File: config.mk
export PLATFORM = sky130hd
export DESIGN_NAME = elm_ctrl
export DESIGN_NICKNAME = d
export VERILOG_FILES = /design/src/rtl/electronic_load_measurement_top_defines.svh /design/src/rtl/elm_pkg.sv /design/src/rtl/elm_ctrl.sv
export SDC_FILE = /design/constraint.sdc
export NUM_CORES = 1
export LEC_CHECK = 0
export BUFFER_PORTS_ARGS = -buffer_cell sky130_fd_sc_hd__buf_2
export CAP_MARGIN = 20
export CORE_MARGIN = 3
export CORE_UTILIZATION = 45
export CTS_CLUSTER_DIAMETER = 50
export DETAILED_ROUTE_END_ITERATION = 12
export GPL_TIMING_DRIVEN = 0
export PLACE_DENSITY = 0.79
export SYNTH_ARGS = -nofsm -noshare
export SYNTH_HDL_FRONTEND = slang
export SYNTH_SLANG_ARGS = --single-unit
File: constraint.sdc
create_clock -name i_clk -period 1.3 [get_ports i_clk]
set_input_delay 0.13 -clock i_clk [delete_from_list [all_inputs] [get_ports i_clk]]
set_output_delay 0.13 -clock i_clk [all_outputs]
set_load 0.01 [all_outputs]
File: src/rtl/electronic_load_measurement_top_defines.svh
// Assertion macros for the electronic load measurement block
`ifndef ELECTRONIC_LOAD_MEASUREMENT_TOP_DEFINES_SVH
`define ELECTRONIC_LOAD_MEASUREMENT_TOP_DEFINES_SVH

// property checked every cycle out of reset
`define ELM_ASSERT(label, prop, msg) \
    label: assert property (@(posedge i_clk) disable iff (!i_rst_n) (prop)) else $error(msg);

// consequence in the cycle after the trigger
`define ELM_ASSERT_NEXT(label, ante, cons, msg) \
    label: assert property (@(posedge i_clk) disable iff (!i_rst_n) (ante) |=> (cons)) \
        else $error(msg);

// consequence in the same cycle as the trigger
`define ELM_ASSERT_SAME(label, ante, cons, msg) \
    label: assert property (@(posedge i_clk) disable iff (!i_rst_n) (ante) |-> (cons)) \
        else $error(msg);

`endif

File: src/rtl/elm_pkg.sv
`default_nettype none

package elm_pkg;

    typedef struct packed {
        logic signed [23:0] raw_current;
        logic signed [23:0] raw_voltage;
    } t_in;

    typedef struct packed {
        logic signed [31:0] current_value;
        logic signed [31:0] voltage_value;
        logic               relay_one;
        logic               relay_two;
        logic [1:0]         calibration_band;
        logic signed [47:0] charge_value;
    } t_out;

    typedef struct packed {
        logic load;
        logic div_step;
        logic cal;
        logic cur;
        logic drop;
        logic fin;
    } t_cmd;

    typedef struct packed {
        logic use_div;
    } t_sts;

    // load modes
    localparam logic [1:0] MODE_CC = 2'd0;
    localparam logic [1:0] MODE_CP = 2'd1;
    localparam logic [1:0] MODE_CR = 2'd2;

    // register indexes
    localparam int         REG_IDX_W         = 2;
    localparam logic [1:0] REG_LOAD_MODE     = 2'd0;
    localparam logic [1:0] REG_SETPOINT      = 2'd1;
    localparam logic [1:0] REG_LOAD_ON       = 2'd2;
    localparam logic [1:0] REG_WIRE_RES      = 2'd3;

    // calibration bands
    localparam logic [1:0] BAND_LOW  = 2'd0;
    localparam logic [1:0] BAND_MID  = 2'd1;
    localparam logic [1:0] BAND_HIGH = 2'd2;
    localparam logic [1:0] BAND_OUT  = 2'd3;

    // divider: 48-bit dividend, 32-bit divisor, one quotient bit per cycle
    localparam int DIV_STEPS = 48;
    localparam int CNT_W     = $clog2(DIV_STEPS);

    // equivalent current limits, Q16.16
    localparam int                 EQ_W          = 50;
    localparam logic signed [49:0] EQ_LIM_LOW    = 50'sd327680;
    localparam logic signed [49:0] EQ_LIM_MID    = 50'sd655360;
    localparam logic signed [49:0] EQ_LIM_HIGH   = 50'sd983040;
    localparam logic signed [49:0] EQ_LIM_RELAY2 = 50'sd720896;

    // calibration in Q40
    localparam longint Q40      = 64'sd1 <<< 40;
    localparam longint GAIN0_L  = (64'sd1422 * Q40) / 64'sd88227700;
    localparam longint OFFS0_L  = (64'sd17 * Q40) / 64'sd100
                                  - (64'sd79133 * GAIN0_L) / 64'sd3;
    localparam longint GAIN1_L  = (64'sd5086667 * (64'sd1 <<< 34)) / 64'sd6545703125;
    localparam longint OFFS1_L  = (64'sd506667 * Q40) / 64'sd100000
                                  - (64'sd1000675 * GAIN1_L) / 64'sd3;
    localparam longint GAIN2_L  = (64'sd1032 * Q40) / 64'sd138375100;
    localparam longint OFFS2_L  = (64'sd1104 * Q40) / 64'sd100
                                  - (64'sd2566141 * GAIN2_L) / 64'sd3;
    localparam longint GAINV_L  = (64'sd14978 * Q40) / 64'sd29130860000;
    localparam longint OFFSV_L  = (64'sd11506 * Q40) / 64'sd1000 - 64'sd1838100 * GAINV_L;

    localparam int GAIN_W  = 26;
    localparam int OFFS_W  = 44;
    localparam int GAINV_W = 21;
    localparam int OFFSV_W = 45;

    localparam logic signed [GAIN_W-1:0]  GAIN0 = GAIN_W'(GAIN0_L);
    localparam logic signed [GAIN_W-1:0]  GAIN1 = GAIN_W'(GAIN1_L);
    localparam logic signed [GAIN_W-1:0]  GAIN2 = GAIN_W'(GAIN2_L);
    localparam logic signed [OFFS_W-1:0]  OFFS0 = OFFS_W'(OFFS0_L);
    localparam logic signed [OFFS_W-1:0]  OFFS1 = OFFS_W'(OFFS1_L);
    localparam logic signed [OFFS_W-1:0]  OFFS2 = OFFS_W'(OFFS2_L);
    localparam logic signed [GAINV_W-1:0] GAINV = GAINV_W'(GAINV_L);
    localparam logic signed [OFFSV_W-1:0] OFFSV = OFFSV_W'(OFFSV_L);

    // charge step: floor((cur + 10) / 20) as floor(floor((cur + 10) / 4) / 5),
    // the /5 by reciprocal on a biased non-negative value
    localparam logic [26:0] CHG_M    = 27'd107374183;
    localparam logic [26:0] CHG_BIAS = 27'd83886080;

endpackage

`default_nettype wire

File: src/rtl/elm_ctrl.sv
`default_nettype none

module elm_ctrl (
    input  logic          i_clk,
    input  logic          i_rst_n,
    input  logic          i_in_valid,
    output logic          o_in_ready,
    output logic          o_out_valid,
    input  logic          i_out_ready,
    input  elm_pkg::t_sts i_sts,
    output elm_pkg::t_cmd o_cmd
);

    localparam logic [2:0] S_IDLE = 3'd0;
    localparam logic [2:0] S_DIV  = 3'd1;
    localparam logic [2:0] S_CAL  = 3'd2;
    localparam logic [2:0] S_CUR  = 3'd3;
    localparam logic [2:0] S_DROP = 3'd4;
    localparam logic [2:0] S_FIN  = 3'd5;

    logic [2:0]               r_state;
    logic [2:0]               n_state;
    logic [elm_pkg::CNT_W-1:0] r_cnt;
    logic [elm_pkg::CNT_W-1:0] n_cnt;
    logic                     r_out_valid;
    logic                     n_out_valid;
    logic                     w_accept;
    logic                     w_fire;

    assign o_in_ready  = (r_state == S_IDLE);
    assign o_out_valid = r_out_valid;
    assign w_accept    = i_in_valid && (r_state == S_IDLE);
    assign w_fire      = !r_out_valid || i_out_ready;

    always_comb begin
        n_state      = r_state;
        n_cnt        = r_cnt;
        o_cmd        = '0;
        unique case (r_state)
            S_IDLE: begin
                o_cmd.load = w_accept;
                n_cnt      = '0;
                if (w_accept) begin
                    n_state = i_sts.use_div ? S_DIV : S_CAL;
                end
            end
            S_DIV: begin
                o_cmd.div_step = 1'b1;
                n_cnt          = r_cnt + 1'b1;
                if (r_cnt == elm_pkg::CNT_W'(elm_pkg::DIV_STEPS - 1)) begin
                    n_state = S_CAL;
                end
            end
            S_CAL: begin
                o_cmd.cal = 1'b1;
                n_state   = S_CUR;
            end
            S_CUR: begin
                o_cmd.cur = 1'b1;
                n_state   = S_DROP;
            end
            S_DROP: begin
                o_cmd.drop = 1'b1;
                n_state    = S_FIN;
            end
            S_FIN: begin
                o_cmd.fin = w_fire;
                if (w_fire) begin
                    n_state = S_IDLE;
                end
            end
            default: begin
                n_state = S_IDLE;
            end
        endcase
    end

    always_comb begin
        n_out_valid = r_out_valid;
        if (o_cmd.fin) begin
            n_out_valid = 1'b1;
        end else if (i_out_ready) begin
            n_out_valid = 1'b0;
        end
    end

    always_ff @(posedge i_clk) begin
        if (!i_rst_n) begin
            r_state     <= S_IDLE;
            r_cnt       <= '0;
            r_out_valid <= 1'b0;
        end else begin
            r_state     <= n_state;
            r_cnt       <= n_cnt;
            r_out_valid <= n_out_valid;
        end
    end

endmodule

`default_nettype wire

==> impl_metrics.env <==
export IMPL_start_kind="flip-flop"
export IMPL_seqPwrFrac_pct=42.8
export IMPL_synth_cell_area_um2=604.3
export IMPL_async_flop_share_pct=0
export IMPL_pwr_share_comb_pct=29.4
export IMPL_fin_ws_ns=-0.01490
export IMPL_cp_cell_sequence="or2_4, nor2_4, and2_1, buf_2"
export IMPL_violations="setup timing"
export IMPL_grt_total_usage_pct=15.23
export IMPL_grt_pass1_wl_mm=2.152
export IMPL_ctsHtreeMaxLevel=1
export IMPL_ant_nets=0
export IMPL_cp_max_fo=3
export IMPL_muxShareOfSynthArea_pct=1.656
export IMPL_fp_dieW_um=42.65
export IMPL_crit_slowest_cell="dfxtp_2"
export IMPL_period_needed_ns=1.315
export IMPL_antenna_found_initial=0
export IMPL_synth_xor_area_share_pct=0
export IMPL_yosysUniqueCellTypes=34
export IMPL_ioPinCount=13
export IMPL_cts_tree="built"
export IMPL_synth_edff_count=0
export IMPL_min_from="i_rst_n"
export IMPL_nFillCells=92
export IMPL_critPathRequiredTime_ns=1.17
export IMPL_worst_setup_path_end_kind="primary output"
export IMPL_hold_class="primary input to flip-flop"
export IMPL_cts_sinks=10
export IMPL_core_area_um2=1186
export IMPL_cts_buffers=3
export IMPL_ir_worst_vdd_uv=575.1
export IMPL_p_leak_nw=0.3531
export IMPL_drc=0
export IMPL_status="finished with violations"
export IMPL_portBuffers=12
export IMPL_start_util_pct=50.95
export IMPL_synth_warnings=0
export IMPL_drv_slew=0
export IMPL_dieArea_um2=1819
export IMPL_clockBufferDepth=2
export IMPL_max_clock_freq_mhz=760.5
export IMPL_setup_viol=1
export IMPL_cpPeakStageDelay_ns=0.35
export IMPL_grt_max_degree=11
export IMPL_power_density_nw_per_um2=929.5
export IMPL_yosys_top_cells_area="dfxtp_1, buf_4, nand2_1, nand4b_1, a21oi_1"
export IMPL_reg2reg_depth=4
export IMPL_dp_cells=98
export IMPL_syn_avg_cell_area_um2=8.393
export IMPL_hold_path_depth=2
export IMPL_gp_congestion=0.7947
export IMPL_fp_row_count=12
export IMPL_maxCapViolCount=0
export IMPL_fin_crit_sh_pct=101.1
export IMPL_placed_area_um2=681.9
export IMPL_max_slew_margin_pct=86.41
export IMPL_ys_flop_type="dfxtp_1"
export IMPL_firstDrtPassIters=4
export IMPL_routed_wl_mm=1.458
export IMPL_syn_inst=72
export IMPL_synthAdderAreaFrac_pct=2.070
export IMPL_path_class="flip-flop to primary output"
export IMPL_ys_ff_latch=10
export IMPL_rsz0062_at_grt="true"
export IMPL_synth_top_family_by_area="simple AND/OR/NAND/NOR gates"
export IMPL_cts_root_buf="clkbuf_4"
export IMPL_final_nets=102
export IMPL_cp_startpoint="r_state[2]"
export IMPL_p_clk_share_pct=27.8
export IMPL_vias=620
export IMPL_final_area_um2=832.0
export IMPL_drive_gt1_share_pct=45.74
export IMPL_area_delta_synth_final_pct=37.68
export IMPL_swShare_pct=29.18
export IMPL_synth_compound_area_share_pct=20.29
export IMPL_insertion_delay_ns=0.26
export IMPL_path_clk_slew_ns=0.07
export IMPL_r2r_start="r_cnt[1]"
export IMPL_synth_yosys_seq_area_share_pct=33.13
export IMPL_drtIter0Drc=23
export IMPL_vias_per_cell=5.741
export IMPL_clock_skew_ns=0.001697
export IMPL_tns_ns=-0.01490
export IMPL_total_power_w=0.0007734
export IMPL_yosys_area_top_type="dfxtp_1"
export IMPL_syn_nets=78
export IMPL_p_sw_w=0.0002257
export IMPL_overflow=0
export IMPL_post_route_util_pct=70.15
export IMPL_synthSimpleGateAreaFrac_pct=32.71
export IMPL_critPathArrivalTime_ns=1.18
export IMPL_fin_cells=108
export IMPL_dpl_hpwl_um=866.6
export IMPL_yosys_area_top_type_share_pct=33.13
export IMPL_die_y_um=42.65
export IMPL_antennaDiodeCount=0
export IMPL_wl_per_cell_um=13.50
export IMPL_grt_pass1_vias=516
export IMPL_finalHoldViolCount=0
export IMPL_hold_buffers=0
export IMPL_internal_power_w=0.0005477
export IMPL_tightest_slew_ns=0.2033
[path summary, 6_finish.rpt]
check	endpoint	slack [ns]
setup / recovery	o_cmd[5]	-0.01
hold / removal	r_state[2]	0.16
setup reg to reg	r_state[0]	0.11
hold reg to reg	r_cnt[5]	0.50
[critical path: cells and delay by family, from the launching register on]
family / cells / cell delay (ns)
DFF: 1 / 0.35
and+or+nand+nor: 3 / 0.45
buffers and inverters: 1 / 0.12
[cell type report]
class                           count  area, um^2  area share, %
Timing Repair Buffer               22       151.4          18.20
Sequential cell                    10       207.7          24.96
Clock buffer                        3       22.52          2.707
Buffer                              3       37.54          4.511
Inverter                            2       10.01          1.203
Multi-Input combinational cell     54       385.4          46.32
Tap cell                           14       17.52          2.105
[flip-flops by register name (all words and copies together) (netlist names)]
name / cells
r_cnt: 6
r_state: 3
o_out_valid: 1
[kinds of logic after synthesis]
kind of cell,count (synthesis)
adder cells (fa/ha/maj),1
AO/OA/AOI/OAI,18
buffers and inverters,8
AND/OR/NAND/NOR,34
multiplexers,1
flip-flops,10
[Yosys cell counts (2+ instances only)]
| master | instances |
|---|---|
| nand3_1 | 4 |
| nor2b_1 | 2 |
| nand2_1 | 8 |
| nand4b_1 | 3 |
| buf_6 | 2 |
| nor2_1 | 5 |
| nand3b_1 | 2 |
| buf_4 | 4 |
| o21ai_0 | 2 |
| nand2b_1 | 3 |
| a21oi_1 | 5 |
| dfxtp_1 | 10 |
[layout by cell type (no fill, tap or decap), types with 2 or more instances in the layout]
master     n
a21oi_1    5
nand2_2    2
buf_6      5
nand2b_1   2
nand4b_1   3
nor2b_1    2
nand3b_1   2
nor2_1     3
dfxtp_1    6
nand3_1    4
dfxtp_2    3
buf_2     10
clkbuf_4   3
o21ai_0    2
buf_4      9
nand2_1    6
nor2_4     2
[power groups by stage]
stage,sequential [W],clock (W),combinational [W]
finish,0.000331,0.000215,0.000227
floorplan,0.000329,0,0.000118
CTS,0.000326,0.000214,0.000182
detailed placement,0.000330,0,0.000163
global placement,0.000330,0,0.000160
global route,0.000332,0.000228,0.000245
[timing repair]
action | in CTS | in global routing
resized for setup | 9 | 15
pin swaps | 2 | 3
endpoints found under the setup margin | 4 | 7
setup buffers | 4 | 6
[through the flow]
step	setup slack (ns)	hold WS, ns
6_report	-0.01490	0.1587
5_1_grt	-0.05575	0.1706
4_1_cts	-0.09955	0.1583
3_5_place_dp	0.01558	0.4400
3_3_place_gp	0.03611	0.4390
2_1_floorplan	0.08878	0.2475
[per-layer routing]
layer	share of wire, %	global-route usage [%]	vias to the layer above
li1	-	-	300
met1	44	21.48	290
met2	49	20.96	26
met3	6.0	3.863	4
met4	0.96	7.453	0
met5	0	0	-
Power figures use the tool's default switching activity.
